$ cat config.mk
export PLATFORM = sky130hd
export DESIGN_NAME = server_pool_countdown_allocator_unit_flat
export DESIGN_NICKNAME = d
export VERILOG_FILES = /design/src/design/spca_pkg.sv /design/src/design/spca_req_if.sv /design/src/design/spca_rsp_if.sv /design/src/design/spca_ram.sv /design/src/design/spca_status.sv /design/src/design/server_pool_countdown_allocator_unit.sv /design/src/flat_wrapper.sv
export SDC_FILE = /design/constraint.sdc
export NUM_CORES = 1
export LEC_CHECK = 0
export BUFFER_PORTS_ARGS = -buffer_cell sky130_fd_sc_hd__buf_2
export CORE_AREA = 2 2 351 353
export CTS_CLUSTER_SIZE = 30
export DETAILED_ROUTE_END_ITERATION = 7
export DIE_AREA = 0 0 353 355
export MAX_ROUTING_LAYER = met4
export PLACE_DENSITY = 0.51
export SLEW_MARGIN = 10
export SYNTH_ARGS = -nofsm -noshare
export SYNTH_HDL_FRONTEND = slang
export SYNTH_SLANG_ARGS = --single-unit
$ cat constraint.sdc
create_clock -name clock -period 14.4 [get_ports clock]
set_input_delay 4.32 -clock clock [delete_from_list [all_inputs] [get_ports clock]]
set_output_delay 4.32 -clock clock [all_outputs]
set_load 0.01 [all_outputs]
$ cat src/design/spca_pkg.sv
// shared types and constants for the server pool countdown allocator
package spca_pkg;

   // field widths fixed by the interface
   localparam int SRV_W   = 3;
   localparam int CUST_W  = 16;
   localparam int FIELD_W = 16;
   localparam int DTIME_W = 18;
   localparam int COUNT_W = 4;
   localparam int CSR_W   = 4;

   localparam logic [CSR_W-1:0] CSR_RESET = 4'd1;

   // request operation codes
   localparam logic OP_ASSIGN = 1'b0;
   localparam logic OP_TICK   = 1'b1;

   typedef enum logic [1:0] {
      ST_IDLE,
      ST_SCAN,
      ST_CHECK,
      ST_STATUS
   } state_type;

   typedef struct packed {
      logic               free_found;
      logic [SRV_W-1:0]   first_free_server;
      logic [COUNT_W-1:0] busy_count;
   } status_type;

endpackage

$ cat src/design/spca_req_if.sv
// request channel: valid/ready handshake with the assign or tick payload
interface spca_req_if
   import spca_pkg::*;
   ();
   logic               valid;
   logic               ready;
   logic               operation;
   logic [SRV_W-1:0]   server_index;
   logic [CUST_W-1:0]  customer_number;
   logic [FIELD_W-1:0] arrival_time;
   logic [FIELD_W-1:0] waiting_time;
   logic [FIELD_W-1:0] transaction_time;
   logic [FIELD_W-1:0] service_time;

   modport source (
      output valid, operation, server_index, customer_number, arrival_time,
             waiting_time, transaction_time, service_time,
      input  ready
   );
   modport sink (
      input  valid, operation, server_index, customer_number, arrival_time,
             waiting_time, transaction_time, service_time,
      output ready
   );
endinterface

$ cat src/design/spca_rsp_if.sv
// response channel: valid/ready handshake with departure and status payload
interface spca_rsp_if
   import spca_pkg::*;
   ();
   logic               valid;
   logic               ready;
   logic               last;
   logic               departed;
   logic [SRV_W-1:0]   departing_server;
   logic [CUST_W-1:0]  departing_customer;
   logic [DTIME_W-1:0] departure_time;
   logic               free_found;
   logic [SRV_W-1:0]   first_free_server;
   logic [COUNT_W-1:0] busy_count;

   modport source (
      output valid, last, departed, departing_server, departing_customer,
             departure_time, free_found, first_free_server, busy_count,
      input  ready
   );
   modport sink (
      input  valid, last, departed, departing_server, departing_customer,
             departure_time, free_found, first_free_server, busy_count,
      output ready
   );
endinterface

$ cat src/design/spca_ram.sv
// generic simple dual-port ram, one write and one registered read per cycle
module spca_ram #(
   parameter int WIDTH = 8,
   parameter int DEPTH = 8,
   localparam int AW = (DEPTH > 1) ? $clog2(DEPTH) : 1
) (
   input  logic                 clock,
   input  logic                 wr_en,
   input  logic [AW-1:0]        wr_addr,
   input  logic [WIDTH-1:0]     wr_data,
   input  logic [AW-1:0]        rd_addr,
   output logic [WIDTH-1:0]     rd_data
);
   logic [WIDTH-1:0] mem_ff [DEPTH];
   logic [WIDTH-1:0] rd_data_ff;

   always_ff @(posedge clock) begin
      if (wr_en) begin
         mem_ff[wr_addr] <= wr_data;
      end
      rd_data_ff <= mem_ff[rd_addr];
   end

   assign rd_data = rd_data_ff;
endmodule

$ cat src/design/spca_status.sv
// status summary: lowest free server and busy count over the servers in use
module spca_status
   import spca_pkg::*;
#(
   parameter int MAX_SERVERS = 8,
   localparam int NW = $clog2(MAX_SERVERS + 1)
) (
   input  logic [MAX_SERVERS-1:0] busy,
   input  logic [NW-1:0]          n_active,
   output status_type             status
);
   logic               found;
   logic [SRV_W-1:0]   first;
   logic [NW-1:0]      count;

   always_comb begin
      found = 1'b0;
      first = '0;
      count = '0;
      // descending walk so the lowest free server wins
      for (int i = MAX_SERVERS - 1; i >= 0; i--) begin
         if (i < n_active) begin
            if (busy[i]) begin
               count = count + NW'(1);
            end else begin
               found = 1'b1;
               first = SRV_W'(i);
            end
         end
      end
   end

   assign status.free_found        = found;
   assign status.first_free_server = first;
   assign status.busy_count        = COUNT_W'(count);
endmodule

$ cat src/design/server_pool_countdown_allocator_unit.sv
// top level of the server pool countdown allocator
//
// a bank of servers, each with a busy flag (flip-flops, cleared by reset) and a
// record held in one ram word: remaining service count, customer number,
// arrival, waiting and transaction time. an assign request writes the record
// of the named server and marks it busy; an assign to a server at or beyond
// servers_in_use is dropped. a tick request walks the servers in use in
// ascending order, reads each busy server's record, decrements its count and
// writes it back, or frees it and sends a departure response (departure time
// is arrival plus waiting plus transaction) when the count runs out. every
// request ends with one status response, marked last, carrying the lowest
// free server and the busy count. a tick reads each busy server's record on
// the single read port and checks it before it moves on; idle servers are
// skipped. the output register lets the next request in while the final
// status still waits to be taken; a full output register stalls the walk.
// the record ram needs no clearing pass after reset, as a record is only read
// behind a set busy flag. servers_in_use is to be written through csr_wr_en
// and csr_wr_data only while idle; the block itself does not enforce this.
// values above MAX_SERVERS act as MAX_SERVERS.
module server_pool_countdown_allocator_unit
   import spca_pkg::*;
#(
   parameter int MAX_SERVERS = 8,
   parameter int TIME_BITS   = 16
) (
   input  logic             clock,
   input  logic             reset,
   spca_req_if.sink         req_chan,
   spca_rsp_if.source       rsp_chan,
   input  logic             csr_wr_en,
   input  logic [CSR_W-1:0] csr_wr_data
);
   localparam int NW     = $clog2(MAX_SERVERS + 1);
   localparam int AW     = (MAX_SERVERS > 1) ? $clog2(MAX_SERVERS) : 1;
   localparam int WORD_W = 4 * TIME_BITS + CUST_W;
   // record word layout, transaction time in the low bits
   localparam int WAIT_LO = TIME_BITS;
   localparam int ARR_LO  = 2 * TIME_BITS;
   localparam int CUST_LO = 3 * TIME_BITS;
   localparam int REM_LO  = 3 * TIME_BITS + CUST_W;

   // registers
   state_type              state_ff, state_in;
   logic [NW-1:0]          idx_ff, idx_in;
   logic [MAX_SERVERS-1:0] busy_ff, busy_in;
   logic [CSR_W-1:0]       siu_ff, siu_in;

   logic                   rsp_valid_ff, rsp_valid_in;
   logic                   rsp_last_ff, rsp_last_in;
   logic                   rsp_departed_ff, rsp_departed_in;
   logic [SRV_W-1:0]       rsp_server_ff, rsp_server_in;
   logic [CUST_W-1:0]      rsp_customer_ff, rsp_customer_in;
   logic [DTIME_W-1:0]     rsp_dtime_ff, rsp_dtime_in;
   status_type             rsp_status_ff, rsp_status_in;

   // control
   logic                   req_accept;
   logic                   assign_hit;
   logic                   out_free;
   logic [NW-1:0]          n_active;
   logic                   idx_busy;
   logic                   count_done;
   logic                   emit_dep;
   logic                   emit_status;
   logic                   mem_we;
   logic [AW-1:0]          mem_waddr;
   logic [WORD_W-1:0]      mem_wdata;
   logic [WORD_W-1:0]      mem_rdata;
   logic [TIME_BITS-1:0]   rd_rem;
   logic [TIME_BITS+1:0]   rd_dtime;
   status_type             status_now;

   // clamp servers in use to the bank size
   assign n_active = (siu_ff > MAX_SERVERS) ? NW'(MAX_SERVERS) : NW'(siu_ff);

   assign req_accept = req_chan.valid && req_chan.ready;
   assign assign_hit = (req_chan.operation == OP_ASSIGN) &&
                       (req_chan.server_index < n_active);
   assign out_free   = !rsp_valid_ff || rsp_chan.ready;
   assign idx_busy   = (idx_ff < n_active) && busy_ff[idx_ff[AW-1:0]];

   // fields of the record read for the server under check
   assign rd_rem     = mem_rdata[REM_LO +: TIME_BITS];
   assign count_done = (rd_rem <= TIME_BITS'(1));
   assign rd_dtime   = (TIME_BITS+2)'(mem_rdata[ARR_LO +: TIME_BITS])
                     + (TIME_BITS+2)'(mem_rdata[WAIT_LO +: TIME_BITS])
                     + (TIME_BITS+2)'(mem_rdata[TIME_BITS-1:0]);

   spca_ram #(
      .WIDTH (WORD_W),
      .DEPTH (MAX_SERVERS)
   ) u_record_ram (
      .clock   (clock),
      .wr_en   (mem_we),
      .wr_addr (mem_waddr),
      .wr_data (mem_wdata),
      .rd_addr (idx_ff[AW-1:0]),
      .rd_data (mem_rdata)
   );

   spca_status #(
      .MAX_SERVERS (MAX_SERVERS)
   ) u_status (
      .busy     (busy_ff),
      .n_active (n_active),
      .status   (status_now)
   );

   // next state
   always_comb begin
      state_in = state_ff;
      unique case (state_ff)
         ST_IDLE: begin
            if (req_accept) begin
               state_in = (req_chan.operation == OP_TICK) ? ST_SCAN : ST_STATUS;
            end
         end
         ST_SCAN: begin
            if (idx_ff >= n_active) begin
               state_in = ST_STATUS;
            end else if (idx_busy) begin
               state_in = ST_CHECK;
            end
         end
         ST_CHECK: begin
            // a finished server holds here until the output register frees
            if (!count_done || out_free) begin
               state_in = ST_SCAN;
            end
         end
         ST_STATUS: begin
            if (out_free) begin
               state_in = ST_IDLE;
            end
         end
         default: state_in = ST_IDLE;
      endcase
   end

   // state outputs
   always_comb begin
      req_chan.ready = 1'b0;
      idx_in         = idx_ff;
      busy_in        = busy_ff;
      mem_we         = 1'b0;
      mem_waddr      = idx_ff[AW-1:0];
      mem_wdata      = {rd_rem - TIME_BITS'(1), mem_rdata[REM_LO-1:0]};
      emit_dep       = 1'b0;
      emit_status    = 1'b0;
      unique case (state_ff)
         ST_IDLE: begin
            req_chan.ready = 1'b1;
            idx_in         = '0;
            mem_waddr      = AW'(req_chan.server_index);
            mem_wdata      = {TIME_BITS'(req_chan.service_time),
                              req_chan.customer_number,
                              TIME_BITS'(req_chan.arrival_time),
                              TIME_BITS'(req_chan.waiting_time),
                              TIME_BITS'(req_chan.transaction_time)};
            if (req_accept && assign_hit) begin
               mem_we                                 = 1'b1;
               busy_in[AW'(req_chan.server_index)]    = 1'b1;
            end
         end
         ST_SCAN: begin
            // idle servers are skipped, busy ones get their record read
            if ((idx_ff < n_active) && !idx_busy) begin
               idx_in = idx_ff + NW'(1);
            end
         end
         ST_CHECK: begin
            if (count_done) begin
               if (out_free) begin
                  emit_dep                   = 1'b1;
                  busy_in[idx_ff[AW-1:0]]    = 1'b0;
                  idx_in                     = idx_ff + NW'(1);
               end
            end else begin
               mem_we = 1'b1;
               idx_in = idx_ff + NW'(1);
            end
         end
         ST_STATUS: begin
            emit_status = out_free;
         end
         default: begin
            req_chan.ready = 1'b0;
         end
      endcase
   end

   // output register loads
   always_comb begin
      rsp_valid_in    = rsp_valid_ff && !rsp_chan.ready;
      rsp_last_in     = rsp_last_ff;
      rsp_departed_in = rsp_departed_ff;
      rsp_server_in   = rsp_server_ff;
      rsp_customer_in = rsp_customer_ff;
      rsp_dtime_in    = rsp_dtime_ff;
      rsp_status_in   = rsp_status_ff;
      if (emit_dep) begin
         rsp_valid_in    = 1'b1;
         rsp_last_in     = 1'b0;
         rsp_departed_in = 1'b1;
         rsp_server_in   = SRV_W'(idx_ff);
         rsp_customer_in = mem_rdata[CUST_LO +: CUST_W];
         rsp_dtime_in    = DTIME_W'(rd_dtime);
         rsp_status_in   = '0;
      end else if (emit_status) begin
         rsp_valid_in    = 1'b1;
         rsp_last_in     = 1'b1;
         rsp_departed_in = 1'b0;
         rsp_server_in   = '0;
         rsp_customer_in = '0;
         rsp_dtime_in    = '0;
         rsp_status_in   = status_now;
      end
   end

   assign siu_in = csr_wr_en ? csr_wr_data : siu_ff;

   always_ff @(posedge clock) begin
      if (reset) begin
         state_ff     <= ST_IDLE;
         idx_ff       <= '0;
         busy_ff      <= '0;
         siu_ff       <= CSR_RESET;
         rsp_valid_ff <= 1'b0;
      end else begin
         state_ff     <= state_in;
         idx_ff       <= idx_in;
         busy_ff      <= busy_in;
         siu_ff       <= siu_in;
         rsp_valid_ff <= rsp_valid_in;
      end
   end

   // response payload, no reset needed
   always_ff @(posedge clock) begin
      rsp_last_ff     <= rsp_last_in;
      rsp_departed_ff <= rsp_departed_in;
      rsp_server_ff   <= rsp_server_in;
      rsp_customer_ff <= rsp_customer_in;
      rsp_dtime_ff    <= rsp_dtime_in;
      rsp_status_ff   <= rsp_status_in;
   end

   assign rsp_chan.valid              = rsp_valid_ff;
   assign rsp_chan.last               = rsp_last_ff;
   assign rsp_chan.departed           = rsp_departed_ff;
   assign rsp_chan.departing_server   = rsp_server_ff;
   assign rsp_chan.departing_customer = rsp_customer_ff;
   assign rsp_chan.departure_time     = rsp_dtime_ff;
   assign rsp_chan.free_found         = rsp_status_ff.free_found;
   assign rsp_chan.first_free_server  = rsp_status_ff.first_free_server;
   assign rsp_chan.busy_count         = rsp_status_ff.busy_count;

   // a departure frees exactly one server
   a_dep_frees_one: assert property (@(posedge clock) disable iff (reset)
      emit_dep |=> ($countones(busy_ff) == $countones($past(busy_ff)) - 1))
      else $error("departure did not free exactly one server");

   // the record under check always belongs to a server in use
   a_check_in_range: assert property (@(posedge clock) disable iff (reset)
      (state_ff == ST_CHECK) |-> (idx_ff < n_active))
      else $error("record check outside the servers in use");

   // at most one server becomes busy per cycle
   a_busy_grows_by_one: assert property (@(posedge clock) disable iff (reset)
      $past(!reset) |-> ($countones(busy_ff) <= $countones($past(busy_ff)) + 1))
      else $error("more than one server became busy in a cycle");
endmodule

$ cat src/flat_wrapper.sv
// flat-port wrapper written by rule: the top's interface ports become plain ports
module server_pool_countdown_allocator_unit_flat import spca_pkg::*;
#(
   parameter int MAX_SERVERS = 8,
   parameter int TIME_BITS   = 16
)
  (clock, reset, csr_wr_en, csr_wr_data, req_chan_valid, req_chan_operation, req_chan_server_index, req_chan_customer_number, req_chan_arrival_time, req_chan_waiting_time, req_chan_transaction_time, req_chan_service_time, req_chan_ready, rsp_chan_valid, rsp_chan_last, rsp_chan_departed, rsp_chan_departing_server, rsp_chan_departing_customer, rsp_chan_departure_time, rsp_chan_free_found, rsp_chan_first_free_server, rsp_chan_busy_count, rsp_chan_ready);
  spca_req_if req_chan_i ();
  spca_rsp_if rsp_chan_i ();
  input  logic clock;
  input  logic reset;
  input  logic csr_wr_en;
  input  logic [CSR_W-1:0] csr_wr_data;
  input wire logic [$bits(req_chan_i.valid)-1:0] req_chan_valid;
  input wire logic [$bits(req_chan_i.operation)-1:0] req_chan_operation;
  input wire logic [$bits(req_chan_i.server_index)-1:0] req_chan_server_index;
  input wire logic [$bits(req_chan_i.customer_number)-1:0] req_chan_customer_number;
  input wire logic [$bits(req_chan_i.arrival_time)-1:0] req_chan_arrival_time;
  input wire logic [$bits(req_chan_i.waiting_time)-1:0] req_chan_waiting_time;
  input wire logic [$bits(req_chan_i.transaction_time)-1:0] req_chan_transaction_time;
  input wire logic [$bits(req_chan_i.service_time)-1:0] req_chan_service_time;
  output wire logic [$bits(req_chan_i.ready)-1:0] req_chan_ready;
  output wire logic [$bits(rsp_chan_i.valid)-1:0] rsp_chan_valid;
  output wire logic [$bits(rsp_chan_i.last)-1:0] rsp_chan_last;
  output wire logic [$bits(rsp_chan_i.departed)-1:0] rsp_chan_departed;
  output wire logic [$bits(rsp_chan_i.departing_server)-1:0] rsp_chan_departing_server;
  output wire logic [$bits(rsp_chan_i.departing_customer)-1:0] rsp_chan_departing_customer;
  output wire logic [$bits(rsp_chan_i.departure_time)-1:0] rsp_chan_departure_time;
  output wire logic [$bits(rsp_chan_i.free_found)-1:0] rsp_chan_free_found;
  output wire logic [$bits(rsp_chan_i.first_free_server)-1:0] rsp_chan_first_free_server;
  output wire logic [$bits(rsp_chan_i.busy_count)-1:0] rsp_chan_busy_count;
  input wire logic [$bits(rsp_chan_i.ready)-1:0] rsp_chan_ready;
  assign req_chan_i.valid = req_chan_valid;
  assign req_chan_i.operation = req_chan_operation;
  assign req_chan_i.server_index = req_chan_server_index;
  assign req_chan_i.customer_number = req_chan_customer_number;
  assign req_chan_i.arrival_time = req_chan_arrival_time;
  assign req_chan_i.waiting_time = req_chan_waiting_time;
  assign req_chan_i.transaction_time = req_chan_transaction_time;
  assign req_chan_i.service_time = req_chan_service_time;
  assign req_chan_ready = req_chan_i.ready;
  assign rsp_chan_valid = rsp_chan_i.valid;
  assign rsp_chan_last = rsp_chan_i.last;
  assign rsp_chan_departed = rsp_chan_i.departed;
  assign rsp_chan_departing_server = rsp_chan_i.departing_server;
  assign rsp_chan_departing_customer = rsp_chan_i.departing_customer;
  assign rsp_chan_departure_time = rsp_chan_i.departure_time;
  assign rsp_chan_free_found = rsp_chan_i.free_found;
  assign rsp_chan_first_free_server = rsp_chan_i.first_free_server;
  assign rsp_chan_busy_count = rsp_chan_i.busy_count;
  assign rsp_chan_i.ready = rsp_chan_ready;
  server_pool_countdown_allocator_unit #(.MAX_SERVERS(MAX_SERVERS), .TIME_BITS(TIME_BITS)) u_core (.clock(clock), .reset(reset), .req_chan(req_chan_i), .rsp_chan(rsp_chan_i), .csr_wr_en(csr_wr_en), .csr_wr_data(csr_wr_data));
endmodule
==> reports/results.md, run 1 <==
- **status** completed
- **Slew Limit Fails** 0
- **Crit. End Element** flip-flop
- **count of clock tree sinks** 786
- **Worst EP required** 14650 ps
- **least setup slack across all paths after layout** 7160 ps
- **worst-case setup slack after placement** 6440 ps
- **CP max stage delay** 920 ps
- **DR pass1 iterations** 5
- **TritonCTS clock tree** done
- **power density of the placed cells** 222 nW/µm²
- **final core occ** 0.294
- **number of synthesized flops with an enable pin** 677
- **VDD IR max** 0.103 mV
- **count of pins on the block boundary** 142
- **worst-margin pin slew** 1100 ps
- **most common cell in the netlist** edfxtp_1
- **Hold Path Origin** u_core.u_record_ram.mem_ff[6][66]
- **maximum clock insertion buffer count** 3
- **starting density of the core** 0.248
- **most instantiated cells after synthesis** 677 x edfxtp_1, 320 x a22oi_1, 109 x dfxtp_1
- **via total after detailed routing** 17.7k
- **r2r startpoint** u_core.siu_ff[3]
- **largest fanout of any net on the critical path** 55
- **worst hold-check path type** flip-flop to flip-flop
- **max_cap viols** 0
- **total length of routed wires** 85000 µm
- **CTS H-tree lvls** 3
- **average footprint of a synthesized cell** 15.8 µm²
- **post-DR wirelength/cell** 22.6 µm
- **post-synthesis sequential element count** 786
- **initial antenna violation count** 10
- **number of buffers added for setup after CTS** 0
- **Final setup viols** 0
- **maximum frequency from static timing analysis** 0.138 GHz
- **Yosys cell types** 65
- **Synthesized Nets** 2049
- **final critical-path required period** 7240 ps
- **number of nets in the layout** 2206
- **via count of the first global-routing pass** 18.2k
- **clock-pin slew of the registers on the worst-case setup and hold paths** 60 ps
- **YS warnings** 0
- **ratio of cells with drive above 1 in the final layout** 0.186
- **violation count after the first detailed-routing iteration** 1578
- **Std-Cell Rows** 128
- **largest clock skew in the final design** 31.1 ps
- **Main synth FF type** edfxtp_1
- **sequential share of the synthesized area** 0.747
- **number of hold-slack violations in the final timing report** 0
- **Clk Latency, worst-skew pair** 650 ps
- **worst hold slack after final layout** 467 ps
- **fillers** 12.2k
- **synthesis-to-finish area growth** 18.3%
- **Max-Slew Margin vs Limit** 0.267
- **kind of critical path** primary input to flip-flop
- **root buffer cell** clkbuf_16
- **top cells by area in the synthesized netlist** edfxtp_1 67%, a22oi_1 8.0%, dfxtp_1 7.2%
- **RD Place Congestion** 0.803
- **total half-perimeter wirelength after legalization and detailed placement** 48700 µm
- **die width** 353 µm
- **top cell type's share of synthesized area** 0.675
- **source of the critical timing path** req_chan_server_index[1]
- **leakage power summed over all cells** 11.6 nW
- **vertical die dimension** 355 µm
- **gate count after technology mapping** 1903
- **DIE AREA** 125000 µm²
- **Port Buf Inserts** 141
- **drt via density** 4.70
- **Total Negative Setup Slacks** 0 ps
- **critical path data arrival time** 7490 ps
- **slowest stage cell on the critical path** nor2_4
- **element type at the critical path start** primary input
- **combined global-route utilization of all metal layers** 0.137
- **post-detailed-route DRC marker count** 0
- **cell area after technology mapping** 30100 µm²
- **clock buffers created by TritonCTS** 82
- **ordered cell list for the critical path** buf_2, ha_1, a21o_1, a21oi_1, o21ai_1, nand2_1, nand2b_1, nor2_4, buf_4
- **global-route wire length before repair** 124000 µm
- **aggregate global routing overflow** 0
- **antenna viol nets, final** 0
- **fin crit share** 0.503
- **quantity of gates resized following cts** 0
- **unrepaired setup endpoints after global routing** no
- **Post-synth ARST share** 0
- **# hold bufs at CTS** 0
- **core footprint** 121000 µm²
- **maximum number of pins on one net before global-route repair** 63
- **cell type with the largest total area after synthesis** edfxtp_1
[power by group]
group | internal [mW] | total [mW] | switching [mW]
registers | 3.15 | 3.34 | 0.188
logic | 0.844 | 2.40 | 1.56
clock network | 1.27 | 2.16 | 0.885
total | 5.27 | 7.90 | 2.63
[cells in the final DEF (no fill, tap or decap), types with 7 or more instances in the layout]
cell         n
a21o_1      11
a21oi_1     56
a22oi_1    320
and3_1      22
buf_2      141
buf_4       31
bufinv_16    7
clkbuf_1    20
clkbuf_16   82
clkbuf_8    16
clkinv_1     8
clkinv_2     9
dfxtp_1    109
edfxtp_1   677
ha_1        50
inv_1       25
mux2_2      67
nand2_1     56
nand2b_1    10
nand3_1     12
nand4_1     84
nor2_1      57
nor2_4      14
nor2b_1     16
nor3_1      18
o21ai_0     47
o31ai_1      7
xnor2_1     36
xor2_1      16
[registers in the layout (all words and copies together), names as in the netlist, 3 cells and up]
| signal | cells |
|---|---|
| u_core.rsp_chan.departure_time | 18 |
| u_core.rsp_chan.busy_count | 4 |
| u_core.busy_ff | 8 |
| u_core.rsp_chan.first_free_server | 3 |
| u_core.idx_ff | 4 |
| u_core.rsp_chan.departing_server | 3 |
| u_core.rsp_chan.departing_customer | 16 |
| u_core.siu_ff | 4 |
| u_core.u_record_ram.rd_data | 80 |
| u_core.u_record_ram.mem_ff | 640 |
[stage by stage]
stage | area, µm² | power [mW] | instances
detailed placement | 32800 | 5.81 | 3601
global placement | 32800 | 5.77 | 3601
CTS | 35600 | 7.99 | 3753
finish | 35600 | 7.90 | 3758
floorplan | 30100 | 4.95 | 1903
global route | 35600 | 8.33 | 3756
[worst paths after layout]
| kind | endpoint | slack (ps) | depth (start not counted) |
|---|---|---|---|
| worst max-delay path | u_core.u_record_ram.mem_ff[1][67] | 7160 | 9 |
| worst min-delay path | u_core.u_record_ram.rd_data[66] | 470 | 2 |
| worst max register to register | u_core.rsp_chan.busy_count[1] | 9030 | 18 |
| worst min register to register | u_core.u_record_ram.rd_data[66] | 470 | 2 |
[layer usage]
metal / GRT usage / part of all wire / vias up
li1: - / - / 7959
met1: 0.173 / 0.44 / 9063
met2: 0.224 / 0.48 / 525
met3: 0.0238 / 0.058 / 130
met4: 0.0408 / 0.025 / 0
met5: - / 0 / -
[layout make-up]
type	count	area, µm²	area share
Antenna cell	5	12.5	0.000351
Clock buffer	118	2350	0.0659
Clock inverter	34	433	0.0121
Inverter	28	105	0.00295
Multi-Input combinational cell	990	7250	0.204
Sequential cell	786	22500	0.632
Tap cell	1625	2030	0.0571
Timing Repair Buffer	172	938	0.0263
[critical path, delay by kind of cell]
family | cells | cell delay [ps]
buf+inv | 2 | 1010
simple gates | 3 | 1330
compound gates | 3 | 440
fa+ha+maj | 1 | 300
[cell families after synthesis]
family | Yosys count | synth area share
mux | 74 | 0.0275
compound gates | 497 | 0.117
flops | 786 | 0.747
buf+inv | 127 | 0.0164
simple gates | 312 | 0.0530
xor+xnor | 54 | 0.0162
fa+ha+maj | 53 | 0.0225
(Power assumes the default switching activity.)
==> inputs of run 2 (changes only) <==
Settings changed: ABC_AREA from default to 1, CORE_AREA 2 2 351 353 to 2 2 353 355, DIE_AREA 0 0 353 355 to 0 0 355 357.
Clock period 14.4 ns to 6.9 ns, I/O delays scaled along.
==> reports/results.md, run 2 <==
- **core footprint** 123000 µm²
- **Crit path buffers/inverters** 2
- **Post-Layout Cell Count** 4169
- **power density of the placed cells** 461 nW/µm²
- **quantity of gates resized following cts** 0
- **leakage power summed over all cells** 12.7 nW
- **ratio of cells with drive above 1 in the final layout** 0.129
- **number of placed cells counting well taps** 4024
- **status** completed
- **CTS H-tree lvls** 3
- **CP max stage delay** 850 ps
- **fraction of power consumed by combinational cells** 0.315
- **Worst EP required** 7220 ps
- **maximum number of pins on one net before global-route repair** 81
- **# hold bufs at CTS** 0
- **DIE AREA** 127000 µm²
- **worst-margin pin slew** 1110 ps
- **R2R setup slack** 2770 ps
- **Clk Latency, worst-skew pair** 630 ps
- **sequential share of the synthesized area** 0.736
- **initial antenna violation count** 3
- **number of hold-slack violations in the final timing report** 0
- **portion of total power attributed to sequential cells** 0.434
- **top cells by area in the synthesized netlist** edfxtp_1 66%, dfxtp_1 7.1%, nand2_1 5.9%
- **most frequent cells in the layout** 677 x edfxtp_1, 483 x nand2_1, 151 x inv_1, 141 x buf_2, 109 x dfxtp_1
- **starting density of the core** 0.249
- **synthesis-to-finish area growth** 17.5%
- **Critical Path Most Common Cell** o21ai_0
- **dominant combinational cell family by area after synthesis** simple AND/OR/NAND/NOR gates
- **Clk pwr share** 0.251
- **RD Place Congestion** 0.809
- **kind of critical path** primary input to flip-flop
- **number of nets in the layout** 2613
- **worst hold-check path type** flip-flop to flip-flop
- **aggregate global routing overflow** 0
- **violation count after the first detailed-routing iteration** 1492
- **Yosys cell types** 46
- **Synthesized Nets** 2450
- **combined global-route utilization of all metal layers** 0.136
- **kind of cell adding the most delay to the critical path** simple AND/OR/NAND/NOR gates
- **XOR/XNOR share of the synthesized area** 0.00744
- **YS warnings** 0
- **Final setup viols** 0
- **drt via density** 4.50
- **count of pins on the block boundary** 142
- **Synth Area in Compound Gates** 0.0997
- **via count of the first global-routing pass** 19.1k
- **post-detailed-route DRC marker count** 0
- **top cell type's share of synthesized area** 0.665
- **post-synthesis mux area share** 0
- **area occupied by multi-input gates** 7220 µm²
- **Max-Slew Margin vs Limit** 0.263
- **count of clock tree sinks** 786
- **most common cell in the netlist** edfxtp_1
- **post-synthesis sequential element count** 786
- **via total after detailed routing** 18.8k
- **cell internal power dissipation** 10.6 mW
- **vertical die dimension** 357 µm
- **commonest non-fill, non-tap cell in the layout** edfxtp_1
- **Port Buf Inserts** 141
- **average footprint of a synthesized cell** 13.3 µm²
- **fraction of the mapped netlist area in simple logic gates** 0.104
- **root buffer cell** clkbuf_16
- **number of synthesized flops with an enable pin** 677
- **element type at the critical path start** primary input
- **largest clock skew in the final design** 25.5 ps
- **cell area after technology mapping** 30600 µm²
- **post-DR wirelength/cell** 20.4 µm
- **die width** 355 µm
- **final critical-path required period** 4530 ps
- **register containing the most flip-flops in the final layout** u_core.u_record_ram.mem_ff
- **fin crit share** 0.656
- **Crit. End Element** flip-flop
- **Post-synth ARST share** 0
- **Switching Share** 0.361
- **Slew Limit Fails** 0
- **ordered cell list for the critical path** buf_2, ha_1, o21ai_0, a21boi_0, o21ai_0, nand4_1, o21ai_0, nand3_1, nor2_4, buf_12
- **gate count after technology mapping** 2304
- **total length of routed wires** 84900 µm
- **slowest stage cell on the critical path** nor2_4
- **VDD IR max** 0.193 mV
- **Main synth FF type** edfxtp_1
- **cell type with the largest total area after synthesis** edfxtp_1
- **max_cap viols** 0
- **TritonCTS clock tree** done
- **post-synthesis adder-cell area fraction** 0.0222
- **flip-flop count of the largest register, all copies and words added** 640
- **fillers** 12.5k
- **Total Negative Setup Slacks** 0 ps
- **switching power summed over all nets** 5.99 mW
- **maximum clock insertion buffer count** 3
- **antenna viol nets, final** 0
- **DR pass1 iterations** 5
- **largest fanout of any net on the critical path** 24
- **register cell area after layout** 22500 µm²
- **clock buffers created by TritonCTS** 78
- **global-route wire length before repair** 126000 µm
- **maximum frequency from static timing analysis** 0.221 GHz
- **unrepaired setup endpoints after global routing** no
- **Std-Cell Rows** 129
- **clock-pin slew of the registers on the worst-case setup and hold paths** 70 ps
- **total half-perimeter wirelength after legalization and detailed placement** 49500 µm
- **most instantiated cells after synthesis** 677 x edfxtp_1, 484 x nand2_1, 153 x inv_1
- **number of buffers added for setup after CTS** 0
- **critical path data arrival time** 4850 ps
-- run 2: cells by family (layout without fill, tap and decap cells) --
logic type	Yosys count	count (layout)
AO/OA/AOI/OAI	436	436
XOR/XNOR	26	26
flip-flops	786	786
AND/OR/NAND/NOR	750	750
other	0	3
buffers and inverters	253	478
adder cells (fa/ha/maj)	53	53
-- run 2: worst register-to-register path, cell delays in order (launching register included) --
cell     delay, ps
dfxtp_1        360
inv_1          140
ha_4           510
buf_4          790
o21ai_0        490
inv_1          160
nand3_1        200
nor2_4         850
buf_12         310
-- run 2: metal layers --
| metal | share of wire | vias up | track usage |
|---|---|---|---|
| li1 | - | 8867 | - |
| met1 | 0.46 | 9387 | 0.179 |
| met2 | 0.47 | 424 | 0.221 |
| met3 | 0.046 | 85 | 0.0202 |
| met4 | 0.018 | 0 | 0.0328 |
| met5 | 0 | - | - |
-- run 2: through the flow --
stage               area [µm²]  utilization  hold WS, ps  worst slack (ps)  total power [mW]
floorplan                30600            -          429              13.0              10.5
global placement         33400        0.272          438              1730              12.5
detailed placement       33400        0.272          432              1790              12.6
CTS                      35900        0.292          450              2430              16.8
global route             35900        0.292          464              2200              17.6
finish                   35900        0.292          447              2370              16.6
-- run 2: path summary, 6_finish.rpt --
check | start | end | cells after the start
min reg2reg | u_core.rsp_chan.last | u_core.rsp_chan.last | 2
max reg2reg | u_core.state_ff[0] | u_core.u_record_ram.mem_ff[3][7] | 8
min | u_core.rsp_chan.last | u_core.rsp_chan.last | 2
max | req_chan_server_index[1] | u_core.u_record_ram.mem_ff[3][7] | 10
-- run 2: power by group through the flow --
stage	clock [mW]	sequential [mW]	combinational [mW]
after floorplan	0	7.18	3.34
after global placement	0	7.29	5.25
after detailed placement	0	7.30	5.27
after CTS	4.25	7.21	5.29
after global routing	4.42	7.27	5.90
final	4.16	7.20	5.22
-- run 2: final cells by class --
type | instances | area share
antenna | 3 | 0.000209
sequential | 786 | 0.626
clock inverter | 38 | 0.00961
inverter | 163 | 0.0172
tap | 1637 | 0.0570
multi-input combinational | 1265 | 0.201
clock buffer | 104 | 0.0596
timing repair buffer | 173 | 0.0291
==> inputs of run 3 (changes only) <==
Settings changed: PLACE_DENSITY 0.51 to 0.52.
Clock period 6.9 ns to 3.7 ns, I/O delays scaled along.
==> reports/results.md, run 3 (synthesized netlist as in run 2, its figures left out) <==
- **Max-Slew Margin vs Limit** 0.387
- **Worst EP required** 4230 ps
- **largest fanout of any net on the critical path** 3
- **Std-Cell Rows** 129
- **root buffer cell** clkbuf_16
- **violation count after the first detailed-routing iteration** 1472
- **DR pass1 iterations** 6
- **global-route wire length before repair** 127000 µm
- **total power consumption of the routed design** 31.6 mW
- **VDD IR max** 0.477 mV
- **synthesis-to-finish area growth** 22.0%
- **Crit. End Element** flip-flop
- **Clk Latency, worst-skew pair** 650 ps
- **total half-perimeter wirelength after legalization and detailed placement** 53500 µm
- **maximum number of pins on one net before global-route repair** 82
- **fin crit share** 0.970
- **RD Place Congestion** 0.830
- **# hold bufs at CTS** 0
- **count of clock tree sinks** 786
- **Post-Layout Cell Count** 4256
- **TritonCTS clock tree** done
- **maximum frequency from static timing analysis** 0.279 GHz
- **status** completed
- **vertical die dimension** 357 µm
- **worst hold-check path type** flip-flop to flip-flop
- **post-detailed-route DRC marker count** 0
- **leakage power summed over all cells** 13.3 nW
- **initial antenna violation count** 6
- **aggregate global routing overflow** 0
- **register containing the most flip-flops in the final layout** u_core.u_record_ram.mem_ff
- **final design area excluding fillers** 37300 µm²
- **critical path data arrival time** 4120 ps
- **number of hold-slack violations in the final timing report** 0
- **CP max stage delay** 320 ps
- **commonest non-fill, non-tap cell in the layout** edfxtp_1
- **combined global-route utilization of all metal layers** 0.139
- **Slew Limit Fails** 0
- **Port Buf Inserts** 141
- **DP Area** 34400 µm²
- **total length of routed wires** 87200 µm
- **number of nets in the layout** 2690
- **via count of the first global-routing pass** 19.0k
- **kind of critical path** flip-flop to flip-flop
- **Final setup viols** 0
- **via total after detailed routing** 19.2k
- **final core occ** 0.303
- **power density of the placed cells** 847 nW/µm²
- **flip-flop count of the largest register, all copies and words added** 640
- **DIE AREA** 127000 µm²
- **core footprint** 123000 µm²
- **die width** 355 µm
- **Total Negative Setup Slacks** 0 ps
- **most frequent cells in the layout** 677 x edfxtp_1, 477 x nand2_1, 145 x inv_1, 141 x buf_2, 107 x dfxtp_1
- **number of placed cells counting well taps** 4091
- **CTS H-tree lvls** 3
- **max_cap viols** 0
- **slowest stage cell on the critical path** dfxtp_2
- **final critical-path required period** 3590 ps
- **drt via density** 4.50
- **starting density of the core** 0.249
- **ratio of cells with drive above 1 in the final layout** 0.172
- **antenna viol nets, final** 0
- **count of pins on the block boundary** 142
- **clock buffers created by TritonCTS** 81
- **largest clock skew in the final design** 48.9 ps
- **worst-margin pin slew** 910 ps
- **Critical Path Most Common Cell** inv_2
- **post-DR wirelength/cell** 20.5 µm
- **element type at the critical path start** flip-flop
- **maximum clock insertion buffer count** 3
- **clock-pin slew of the registers on the worst-case setup and hold paths** 60 ps
[run 3: cell types whose count changed in the layout (fill, tap and decap cells not counted), moves of 6 or more]
cell and delta:
inv_1 -6, buf_12 +34, ha_1 -10, o21ai_0 -11
nand3_2 +8, buf_4 +40, nand2_1 -6, o21ai_1 +8
nand3_1 -8, ha_4 +10
[run 3: final timing paths]
check	startpoint	endpoint	slack (ps)	cells past startpoint
max reg2reg	u_core.busy_ff[7]	u_core.rsp_chan.busy_count[2]	110	28
min reg2reg	u_core.u_record_ram.mem_ff[6][74]	u_core.u_record_ram.rd_data[74]	450	2
max	u_core.busy_ff[7]	u_core.rsp_chan.busy_count[2]	110	28
min	u_core.u_record_ram.mem_ff[6][74]	u_core.u_record_ram.rd_data[74]	450	2
[run 3: layer usage]
| layer | share of wire | vias to the layer above | track usage |
|---|---|---|---|
| met5 | 0 | - | - |
| met4 | 0.017 | 0 | 0.0316 |
| met3 | 0.055 | 103 | 0.0253 |
| met2 | 0.47 | 463 | 0.221 |
| met1 | 0.46 | 9597 | 0.183 |
| li1 | - | 9006 | - |
[run 3: layout make-up]
type	instances	area (µm²)
fillers	12387	85700
clock buffers	115	2280
well taps	1637	2050
diodes	6	15.0
clock inverters	37	378
repair buffers	247	2030
inverters	163	619
flip-flops and latches	786	22500
multi-input cells	1265	7450
[run 3: critical path: cells and delay by family, from the launching register on]
family	cells	cell delay, ps
AO/OA/AOI/OAI	2	150
XOR/XNOR	1	170
adder cells (fa/ha/maj)	6	1400
buffers and inverters	7	440
flip-flops	1	320
AND/OR/NAND/NOR	12	980
[run 3: metrics by stage]
step	hold WS [ps]	worst slack, ps
finish	446	111
global route	454	-90.0
CTS	446	13.3
detailed placement	431	-134
global placement	432	-169
floorplan	429	6.91
[run 3: power breakdown]
group | total, mW | internal, mW | switching [mW]
Clock | 8.12 | 4.63 | 3.50
Sequential | 13.4 | 12.7 | 0.720
Combinational | 10.1 | 3.11 | 6.97
[run 3: repair_timing]
action / in CTS / in global routing
resized for setup: 12 / 25
buffers inserted: 4 / 3
setup endpoints to repair: 2 / 6
pin swaps: 7 / 15
